**config.mk**
```make
export PLATFORM = sky130hd
export DESIGN_NAME = cartridge_rom_ram_bank_controller
export DESIGN_NICKNAME = d
export VERILOG_FILES = /design/src/sv/cbc_pkg.sv /design/src/sv/cbc_bank_regs.sv /design/src/sv/cbc_decode.sv /design/src/sv/cartridge_rom_ram_bank_controller.sv
export SDC_FILE = /design/constraint.sdc
export NUM_CORES = 1
export LEC_CHECK = 0
export ABC_AREA = 1
export BUFFER_PORTS_ARGS = -buffer_cell sky130_fd_sc_hd__buf_2
export CORE_ASPECT_RATIO = 1.5
export CORE_MARGIN = 4
export CORE_UTILIZATION = 54
export DETAILED_ROUTE_END_ITERATION = 10
export PLACE_DENSITY_LB_ADDON = 0.08
export SLEW_MARGIN = 20
export SYNTH_ARGS = -nofsm -noshare
export SYNTH_HDL_FRONTEND = slang
export SYNTH_HIERARCHICAL = 1
export SYNTH_SLANG_ARGS = --single-unit
```
**constraint.sdc**
```tcl
create_clock -name clock -period 3.8 [get_ports clock]
set_input_delay 0.38 -clock clock [delete_from_list [all_inputs] [get_ports clock]]
set_output_delay 0.38 -clock clock [all_outputs]
set_load 0.01 [all_outputs]
```
**src/sv/cbc_pkg.sv**
```systemverilog
// ----------------------------------------------------------------------------
// cbc_pkg
// Types and codes shared by the cartridge bank controller modules.
// ----------------------------------------------------------------------------
`default_nettype none

package cbc_pkg;

   // Result target codes.
   localparam logic [2:0] TGT_ROM_READ  = 3'd0;
   localparam logic [2:0] TGT_RAM_READ  = 3'd1;
   localparam logic [2:0] TGT_RAM_WRITE = 3'd2;
   localparam logic [2:0] TGT_OPEN_BUS  = 3'd3;
   localparam logic [2:0] TGT_REG_WRITE = 3'd4;
   localparam logic [2:0] TGT_INVALID   = 3'd5;

   // Configuration register indexes.
   localparam logic [1:0] CSR_HAS_RAM        = 2'd0;
   localparam logic [1:0] CSR_ROM_COUNT_LOG2 = 2'd1;
   localparam logic [1:0] CSR_RAM_COUNT      = 2'd2;

   // Bus address regions, taken from address bits 15:13.
   localparam logic [2:0] RGN_RAM_ENABLE = 3'b000;
   localparam logic [2:0] RGN_LOWER_BANK = 3'b001;
   localparam logic [2:0] RGN_UPPER_BANK = 3'b010;
   localparam logic [2:0] RGN_MODE       = 3'b011;
   localparam logic [2:0] RGN_EXT_RAM    = 3'b101;

   localparam logic [3:0] RAM_ENABLE_KEY = 4'hA;

   typedef struct packed {
      logic        is_write;
      logic [15:0] address;
      logic [7:0]  data;
   } cbc_access_type;

   typedef struct packed {
      logic       has_ram;
      logic       ram_enable;
      logic [6:0] rom_bank;
      logic [1:0] ram_bank;
   } cbc_state_type;

   typedef struct packed {
      logic [2:0]  target;
      logic [20:0] physical_address;
      logic [7:0]  ram_write_data;
   } cbc_result_type;

endpackage

`default_nettype wire

```
**src/sv/cbc_bank_regs.sv**
```systemverilog
// ----------------------------------------------------------------------------
// cbc_bank_regs
// Configuration and banking registers, updated by register writes on the bus.
// ----------------------------------------------------------------------------
`default_nettype none

module cbc_bank_regs (
   input  wire logic                    clock,
   input  wire logic                    reset,
   input  wire logic                    csr_write_enable,
   input  wire logic [1:0]              csr_index,
   input  wire logic [2:0]              csr_write_data,
   input  wire logic                    update,
   input  wire cbc_pkg::cbc_access_type access,
   output cbc_pkg::cbc_state_type       state
);

   logic       has_ram_ff;
   logic [2:0] rom_count_log2_ff;
   logic [2:0] ram_count_ff;
   logic       ram_enable_ff,  ram_enable_in;
   logic [4:0] lower_bank_ff,  lower_bank_in;
   logic [1:0] upper_bank_ff,  upper_bank_in;
   logic       rom_mode_ff,    rom_mode_in;
   logic [6:0] rom_bank_ff,    rom_bank_in;
   logic [1:0] ram_bank_ff,    ram_bank_in;
   logic       recompute;
   logic [4:0] low_eff;
   logic [7:0] rom_mask;
   logic [1:0] sel;

   always_ff @(posedge clock) begin
      if (reset) begin
         has_ram_ff        <= 1'b0;
         rom_count_log2_ff <= 3'd1;
         ram_count_ff      <= 3'd1;
      end else if (csr_write_enable) begin
         unique case (csr_index)
            cbc_pkg::CSR_HAS_RAM:        has_ram_ff        <= csr_write_data[0];
            cbc_pkg::CSR_ROM_COUNT_LOG2: rom_count_log2_ff <= csr_write_data;
            cbc_pkg::CSR_RAM_COUNT:      ram_count_ff      <= csr_write_data;
            default: ;
         endcase
      end
   end

   always_comb begin
      ram_enable_in = ram_enable_ff;
      lower_bank_in = lower_bank_ff;
      upper_bank_in = upper_bank_ff;
      rom_mode_in   = rom_mode_ff;
      ram_bank_in   = ram_bank_ff;
      recompute     = 1'b0;
      sel           = access.data[1:0];
      if (update && access.is_write) begin
         unique case (access.address[15:13])
            cbc_pkg::RGN_RAM_ENABLE:
               ram_enable_in = (access.data[3:0] == cbc_pkg::RAM_ENABLE_KEY);
            cbc_pkg::RGN_LOWER_BANK: begin
               lower_bank_in = access.data[4:0];
               recompute     = 1'b1;
            end
            cbc_pkg::RGN_UPPER_BANK: begin
               if (rom_mode_ff) begin
                  upper_bank_in = sel;
                  recompute     = 1'b1;
               end else if ({1'b0, sel} < ram_count_ff) begin
                  ram_bank_in = sel;
               end
            end
            cbc_pkg::RGN_MODE:
               rom_mode_in = ~access.data[0];
            default: ;
         endcase
      end
      // A lower bank of zero selects bank one; the bank count then masks it.
      low_eff     = (lower_bank_in == 5'd0) ? 5'd1 : lower_bank_in;
      rom_mask    = (8'd1 << rom_count_log2_ff) - 8'd1;
      rom_bank_in = recompute ? ({upper_bank_in, low_eff} & rom_mask[6:0]) : rom_bank_ff;
   end

   always_ff @(posedge clock) begin
      if (reset) begin
         ram_enable_ff <= 1'b0;
         lower_bank_ff <= 5'd0;
         upper_bank_ff <= 2'd0;
         rom_mode_ff   <= 1'b1;
         rom_bank_ff   <= 7'd1;
         ram_bank_ff   <= 2'd0;
      end else begin
         ram_enable_ff <= ram_enable_in;
         lower_bank_ff <= lower_bank_in;
         upper_bank_ff <= upper_bank_in;
         rom_mode_ff   <= rom_mode_in;
         rom_bank_ff   <= rom_bank_in;
         ram_bank_ff   <= ram_bank_in;
      end
   end

   assign state.has_ram    = has_ram_ff;
   assign state.ram_enable = ram_enable_ff;
   assign state.rom_bank   = rom_bank_ff;
   assign state.ram_bank   = ram_bank_ff;

endmodule

`default_nettype wire

```
**src/sv/cbc_decode.sv**
```systemverilog
// ----------------------------------------------------------------------------
// cbc_decode
// Maps one bus access to a ROM or RAM address, a RAM write, or a target code.
// ----------------------------------------------------------------------------
`default_nettype none

module cbc_decode (
   input  wire cbc_pkg::cbc_access_type access,
   input  wire cbc_pkg::cbc_state_type  state,
   output cbc_pkg::cbc_result_type      result
);

   logic        ram_ok;
   logic [20:0] ram_addr;

   assign ram_ok   = state.has_ram && state.ram_enable;
   assign ram_addr = {6'd0, state.ram_bank, access.address[12:0]};

   always_comb begin
      result.target           = cbc_pkg::TGT_REG_WRITE;
      result.physical_address = 21'd0;
      result.ram_write_data   = 8'd0;
      if (access.is_write) begin
         if (access.address[15:13] == cbc_pkg::RGN_EXT_RAM && ram_ok) begin
            result.target           = cbc_pkg::TGT_RAM_WRITE;
            result.physical_address = ram_addr;
            result.ram_write_data   = access.data;
         end
      end else begin
         priority if (access.address[15:14] == 2'b00) begin
            result.target           = cbc_pkg::TGT_ROM_READ;
            result.physical_address = {5'd0, access.address};
         end else if (access.address[15:14] == 2'b01) begin
            result.target           = cbc_pkg::TGT_ROM_READ;
            result.physical_address = {state.rom_bank, access.address[13:0]};
         end else if (access.address[15:13] == cbc_pkg::RGN_EXT_RAM) begin
            if (ram_ok) begin
               result.target           = cbc_pkg::TGT_RAM_READ;
               result.physical_address = ram_addr;
            end else begin
               result.target = cbc_pkg::TGT_OPEN_BUS;
            end
         end else begin
            result.target = cbc_pkg::TGT_INVALID;
         end
      end
   end

endmodule

`default_nettype wire

```
**src/sv/cartridge_rom_ram_bank_controller.sv**
```systemverilog
// ----------------------------------------------------------------------------
// cartridge_rom_ram_bank_controller
// Bank controller for a cartridge with banked ROM and optional external RAM.
//
// Each bus access item gives exactly one result item. An item is taken into
// an input register, decoded against the current bank registers and placed
// in a result register, so the block sustains one item per cycle while the
// result side does not stall. An item leaves the input register only when
// the result register is free or being emptied. Register writes on the bus
// update the bank state as their item moves to the result register, so every
// later item sees them. The configuration registers are to be written only
// while no item is in flight.
// ----------------------------------------------------------------------------
`default_nettype none

module cartridge_rom_ram_bank_controller (
   input  wire logic        clock,
   input  wire logic        reset,
   input  wire logic        csr_write_enable,
   input  wire logic [1:0]  csr_index,
   input  wire logic [2:0]  csr_write_data,
   input  wire logic        req_valid,
   output logic             req_stall,
   input  wire logic        req_type,
   input  wire logic [15:0] req_bus_address,
   input  wire logic [7:0]  req_write_byte,
   output logic             rsp_valid,
   input  wire logic        rsp_stall,
   output logic [2:0]       rsp_target,
   output logic [20:0]      rsp_physical_address,
   output logic [7:0]       rsp_ram_write_data
);

   logic                    in_valid_ff;
   cbc_pkg::cbc_access_type in_access_ff;
   logic                    out_valid_ff;
   cbc_pkg::cbc_result_type out_result_ff;
   cbc_pkg::cbc_state_type  state;
   cbc_pkg::cbc_result_type result;
   logic                    advance;
   logic                    req_take;

   // The input register moves on whenever the result register is free or
   // being emptied in the same cycle.
   assign advance   = in_valid_ff && (!out_valid_ff || !rsp_stall);
   assign req_stall = in_valid_ff && !advance;
   assign req_take  = req_valid && !req_stall;

   always_ff @(posedge clock) begin
      if (reset) begin
         in_valid_ff <= 1'b0;
      end else if (req_take) begin
         in_valid_ff <= 1'b1;
      end else if (advance) begin
         in_valid_ff <= 1'b0;
      end
   end

   always_ff @(posedge clock) begin
      if (req_take) begin
         in_access_ff.is_write <= req_type;
         in_access_ff.address  <= req_bus_address;
         in_access_ff.data     <= req_write_byte;
      end
   end

   cbc_bank_regs u_bank_regs (
      .clock            (clock),
      .reset            (reset),
      .csr_write_enable (csr_write_enable),
      .csr_index        (csr_index),
      .csr_write_data   (csr_write_data),
      .update           (advance),
      .access           (in_access_ff),
      .state            (state)
   );

   cbc_decode u_decode (
      .access (in_access_ff),
      .state  (state),
      .result (result)
   );

   always_ff @(posedge clock) begin
      if (reset) begin
         out_valid_ff <= 1'b0;
      end else if (advance) begin
         out_valid_ff <= 1'b1;
      end else if (!rsp_stall) begin
         out_valid_ff <= 1'b0;
      end
   end

   always_ff @(posedge clock) begin
      if (advance) begin
         out_result_ff <= result;
      end
   end

   assign rsp_valid            = out_valid_ff;
   assign rsp_target           = out_result_ff.target;
   assign rsp_physical_address = out_result_ff.physical_address;
   assign rsp_ram_write_data   = out_result_ff.ram_write_data;

endmodule

`default_nettype wire

```
Word level (Yosys, flattened, before mapping)
Cells that the tools add are included.

storage, ports and cells
  word-level logic and storage cells = 76
  flip-flop bits (word level) = 84
  latch bits = 0
  bits in writable memories = 0
  output and inout port bits = 34
  bits of input ports = 35
  bits in read-only memories = 0
  memories = 0

cells by class
  equality and inequality tests = 9
  reductions and logical operators = 23
  multiply operators = 0
  bitwise gates (word level) = 3
  divide/modulo/power cells = 0
  add/subtract/negate cells = 1
  multiplexer cells = 21
  $lt $le $gt $ge = 1
  shift-type cells = 1

operators by type and width
  cell                                               number
  two-way mux 24 bit                                 3
  two-way mux 32 bit                                 1
  two-way mux 15 bit                                 2
  two-way mux 5 bit                                  3
  AND reduction 2 bit                                6
  two-way mux 2 bit                                  4
  bitwise AND 7 bit                                  1
  << shifter 1 x 3 -> 7 bit (first input constant)   1
  subtractor 7 x 1 -> 7 bit (second input constant)  1
  == test 3 x 2 -> 1 bit (second input constant)     2
  logical AND 1 bit                                  6
  two-way mux 1 bit                                  6
  zero test 5 bit                                    1
  == test 2 x 1 -> 1 bit (second input constant)     2
  == test 4 bit (second input constant)              1
  zero test 1 bit                                    4
  zero test 2 bit                                    2
  AND reduction 4 bit                                1
  == test 3 x 1 -> 1 bit (second input constant)     1
  == test 3 bit (second input constant)              1
  zero test 3 bit                                    1
  less-than comparator 2 x 3 -> 1 bit                1
  two-way mux 3 bit                                  1
  == test 2 bit (second input constant)              1
  5 further kinds                                    6

Logic depth before layout (Yosys ltp)
  word-level depth = 8
  mapped depth = 12
  gate-level depth less buffers = 12

Cells and area by module
The synthesis kept the hierarchy.

by module, submodules not included
  module                             sequential area each (um^2)  times used  area an instance (um^2)  cells each
  cartridge_rom_ram_bank_controller  1751.7                       1           1803.0                   69
  cbc_bank_regs                      500.5                        1           1153.6                   156
  cbc_decode                         0.0                          1           379.1                    80

Worst setup path after synthesis
Ideal clock, no wire load.

  path kind = input-to-reg
  start point = input port rsp_stall
  end point = register u_bank_regs.rom_bank_ff[1]
  cell stages on the path = 10
  required time = 3.680 ns
  path buffers = 0
  library setup time = 0.120 ns
  slack = 0.599 ns
  data arrival time = 3.081 ns
  cell sequence = a21oi_1 nand2_1 nor2_4 nand2_4 nand2_1 nand2_1 nand2_1 inv_1 o211ai_1 nand2_1

on the way
  longest elaborated chain between the ends = 8
  elaborated cells on any way between the ends = 9
  those cells by class = mux (3); bitwise (1); reduce/logical (5)

RTL lines
  element                RTL line                                 RTL
  from (decl)            cartridge_rom_ram_bank_controller.sv:28  input wire logic rsp_stall,
  zero test 1 bit (*)    n/a
  logical OR 1 bit (*)   cartridge_rom_ram_bank_controller.sv:45  assign advance = in_valid_ff && (!out_valid_ff || !rsp_stall);
  logical AND 1 bit (*)  cartridge_rom_ram_bank_controller.sv:45
  logical AND 1 bit (*)  cbc_bank_regs.sv:55                      if (update && access.is_write) begin
  two-way mux 5 bit      cbc_bank_regs.sv:55
  zero test 5 bit        cbc_bank_regs.sv:77                      low_eff = (lower_bank_in == 5'd0) ? 5'd1 : lower_bank_in;
  two-way mux 5 bit      cbc_bank_regs.sv:77
  bitwise AND 7 bit      cbc_bank_regs.sv:79                      rom_bank_in = recompute ? ({upper_bank_in, low_eff} & rom_mask[6:0]) : rom_bank_ff;
  to (signal assigned)   cbc_bank_regs.sv:95                      rom_bank_ff <= rom_bank_in;
  to (decl)              cbc_bank_regs.sv:25                      logic [6:0] rom_bank_ff, rom_bank_in;

Every way passes the cells marked *; elsewhere a longest branch is shown, timed or not.
A chain may end at the register's enable or synchronous reset.

Worst setup path in the final report
  start point = register in_valid_ff
  end point = register u_bank_regs.rom_bank_ff[0]

on the way
  longest elaborated chain between the ends = 6
  elaborated cells on any way between the ends = 7
  those cells by class = mux (3); bitwise (1); reduce/logical (3)

RTL lines
  element                 RTL line                                 RTL
  from (decl)             cartridge_rom_ram_bank_controller.sv:34  logic in_valid_ff;
  from (signal assigned)  cartridge_rom_ram_bank_controller.sv:51  in_valid_ff <= 1'b0;
  from (signal assigned)  cartridge_rom_ram_bank_controller.sv:53  in_valid_ff <= 1'b1;
  from (signal assigned)  cartridge_rom_ram_bank_controller.sv:55  in_valid_ff <= 1'b0;
  logical AND 1 bit (*)   cartridge_rom_ram_bank_controller.sv:45
  via advance             cartridge_rom_ram_bank_controller.sv:40  logic advance;
  logical AND 1 bit (*)   cbc_bank_regs.sv:55
  two-way mux 5 bit       cbc_bank_regs.sv:55
  zero test 5 bit         cbc_bank_regs.sv:77
  two-way mux 5 bit       cbc_bank_regs.sv:77
  bitwise AND 7 bit       cbc_bank_regs.sv:79

Mark *: on every way through the listed nets, which the timed path passes. The rest lies on a longest branch.

==> run_results.csv <==
group,metric,value,unit
detailed_routing,antenna_left,0,
global_routing,grt_max_degree,34,
floorplan,boundaryPins,69,
clock_network,cts_buffer_depth,2,
detailed_routing,route.detailed.drc,0,
sta,finalSetupViolations,0,
setup_path,crit_arrival,2.23,ns
clock_network,cts.clk_slew.worst_paths,0.09,ns
yosys,synth_nets,341,
power_and_ir_drop,p_per_area,463,nW/um2
cells_and_area,multi_input_area,852,um2
floorplan,std_cell_rows,34,
sta,hold_violations,0,
placement,hpwl,4530,um
global_routing,antenna_found_initial,0,
cells_and_area,fin_cells,458,
yosys,synth_cell_types,31,
setup_path,cp_num_buf_inv,2,
power_and_ir_drop,comb_power_share,6.0,%
floorplan,initial_utilization,56.4,%
setup_path,path_common_cell,"nand2_1",
floorplan,dieWidth,72.2,um
clock_network,post_cts_buffers,0,
sta,fin_crit,1.94,ns
clock_network,cts_tree,"built",
cells_and_area,nNetsFinal,417,
setup_path,r2r_start,"in_valid_ff",
detailed_routing,wl_per_cell,13.3,um
clock_network,clock_latency,0.35,ns
setup_path,critPathRequiredTime,4.09,ns
power_and_ir_drop,swShare,22.2,%
setup_path,max_stage_delay,0.39,ns
clock_network,ctsHoldBuffers,0,
detailed_routing,viasPerCell,4.88,
cells_and_area,areaGrowthSynthToFinish,18.9,%
sta,finalMaxSlewViolations,0,
sta,setup-tns-final,0,ns
power_and_ir_drop,seq_power_share,56.3,%
cells_and_area,regArea,2250,um2
setup_path,worstSetupEndpointType,"register",
setup_path,path_class,"reg -> reg",
sta,tightest_slew,0.974,ns
placement,dpl.cell_count,442,
detailed_routing,firstDrtPassIters,4,
floorplan,chipHeight,104,um
placement,finalWeightedCongestion,0.887,
setup_path,critical_path.max_fanout,33,
yosys,yosys_warnings,6,
sta,relSlewSlack,35.0,%
flow_run,cap_violations,0,
global_routing,grt_first_pass_wirelength,9980,um
global_routing,grt_overflow,0,
power_and_ir_drop,clockPowerShare,37.7,%
power_and_ir_drop,p_switching,0.407,mW
power_and_ir_drop,leakagePower,1.76,nW
detailed_routing,drt_iter0_markers,128,
setup_path,cp_top_family,"simple AND/OR/NAND/NOR gates",
sta,grt_setup_unrepaired,"false",
yosys,synth_area,3340,um2
setup_path,critical_path.startpoint,"in_valid_ff",
global_routing,gr-usage-all-layers,17.3,%
setup_path,cp_cell_sequence,"inv_1 -> a21oi_4 -> buf_4 -> nand2_1 -> nor2_4 -> nand2_4 -> nand2_1 -> nand2_1 -> nor2_1 -> nand2_1 -> nand2_1 -> nand2_1 -> nand2_1",
yosys,ys_seq_area_share,67.5,%
cells_and_area,nFillCells,484,
setup_path,cp-start-kind,"register",
yosys,synth_area_per_cell,10.9,um2
yosys,synth_cells,305,
power_and_ir_drop,power.total,1.84,mW
power_and_ir_drop,vdd_drop_max,0.000322,V
yosys,ys_ff_latch,84,
hold_path,hold_class,"in -> reg",
floorplan,die_area,7520,um2
clock_network,clock_tree.root_cell,"clkbuf_8",
floorplan,coreArea,5910,um2
cells_and_area,utilization,67.1,%
placement,io_buffers,68,
cells_and_area,diodes,0,
status,outcome,"finished clean",
clock_network,ctsHtreeMaxLevel,3,
sta,layout_worst_path_cycle_share,51.0,%
detailed_routing,routed_wl,6110,um
power_and_ir_drop,intPower,1.43,mW
sta,finClkSkew,0.00811,ns
setup_path,cp_slowest_cell,"buf_4",
clock_network,numCtsBuffers,9,
detailed_routing,vias,2233,
sta,fmax,516,MHz
clock_network,clock_sinks,84,
hold_path,min_from,"req_bus_address[0]",
sta,whs,0.199,ns
global_routing,grt_pass1_vias,2211,
cells_and_area,drive_above_1_share,30.1,%
clock_network,post_cts_resized,0,
## synthesized netlist by cell type (all sizes together)
master	n	share of area, %
a21boi	1	0.23
edfxtp	57	51
a31oi	3	0.56
or2	1	0.19
dfxtp	27	16
ha	1	0.38
a21oi	8	1.3
buf	4	1.2
nand2	54	7.0
nand3	16	3.1
nor4	1	0.19
nor3	4	0.75
nor2	57	8.7
nand4	2	0.38
inv	54	6.1
o211ai	1	0.23
o21bai	1	0.23
o21ai	12	1.8
a311oi	1	0.26
## layout make-up
| cell class | instances | area share, % |
|---|---|---|
| clock buffer | 9 | 3.12 |
| tap | 72 | 2.27 |
| sequential | 84 | 56.8 |
| inverter | 54 | 5.11 |
| clock inverter | 7 | 2.46 |
| timing repair buffer | 69 | 8.77 |
| multi-input combinational | 163 | 21.5 |
## worst reg2reg max path: stages (launching register included)
cell and delay [ns]:
dfxtp_1 0.34, inv_1 0.08, a21oi_4 0.10, buf_4 0.39, nand2_1 0.22, nor2_4 0.21, nand2_4 0.11, nand2_1 0.08
nand2_1 0.07, nor2_1 0.09, nand2_1 0.05, nand2_1 0.05, nand2_1 0.05, nand2_1 0.05
## power by group through the flow
stage,registers [mW],logic [mW],clock network [mW]
2_1_floorplan,1.06,0.0589,0
3_3_place_gp,1.05,0.109,0
3_5_place_dp,1.06,0.112,0
4_1_cts,1.03,0.113,0.709
5_1_grt,1.04,0.125,0.751
6_report,1.03,0.110,0.692
## placed cells by master, fill, tap and decap left out, drive strengths merged, types with 2 or more instances in the layout
cell    instances
buf            69
edfxtp         57
inv            57
nor2           57
nand2          54
dfxtp          27
nand3          16
o21ai          12
clkbuf          9
a21oi           8
nor3            4
a31oi           3
bufinv          2
nand4           2
## registers in the layout, summed over array words and instances (netlist names), 2 cells and up
| register | flops |
|---|---|
| in_access_ff | 25 |
| rsp_physical_address | 21 |
| rsp_ram_write_data | 8 |
| rsp_target | 3 |
| u_bank_regs/lower_bank_ff | 5 |
| u_bank_regs/ram_bank_ff | 2 |
| u_bank_regs/ram_count_ff | 3 |
| u_bank_regs/rom_bank_ff | 7 |
| u_bank_regs/rom_count_log2_ff | 3 |
| u_bank_regs/upper_bank_ff | 2 |
## worst paths after layout
| kind | end | slack, ns | cells after the start |
|---|---|---|---|
| min reg2reg | u_bank_regs/rom_bank_ff[5] | 0.46 | 2 |
| max | u_bank_regs/rom_bank_ff[0] | 1.86 | 13 |
| max reg2reg | u_bank_regs/rom_bank_ff[0] | 1.86 | 13 |
| min | in_access_ff[8] | 0.20 | 1 |
## routing by layer
metal	part of all wire, %	vias up	global-route usage [%]
li1	-	1139	-
met3	6.0	11	3.77
met1	38	1021	18.3
met5	0	-	0
met2	54	62	31.1
met4	2.6	0	8.87
## cell families after synthesis
| group | share of synthesized area, % |
|---|---|
| flops | 67.5 |
| buf+inv | 7.28 |
| fa+ha+maj | 0.375 |
| simple gates | 20.2 |
| compound gates | 4.61 |
## stage by stage
stage	setup WS (ns)	instance area (um2)
6_report	1.86	3970
5_1_grt	1.65	3970
4_1_cts	1.84	3970
3_5_place_dp	1.70	3740
3_3_place_gp	1.77	3740
2_1_floorplan	0.599	3340
Note: power is estimated with default switching activity, not from simulation.
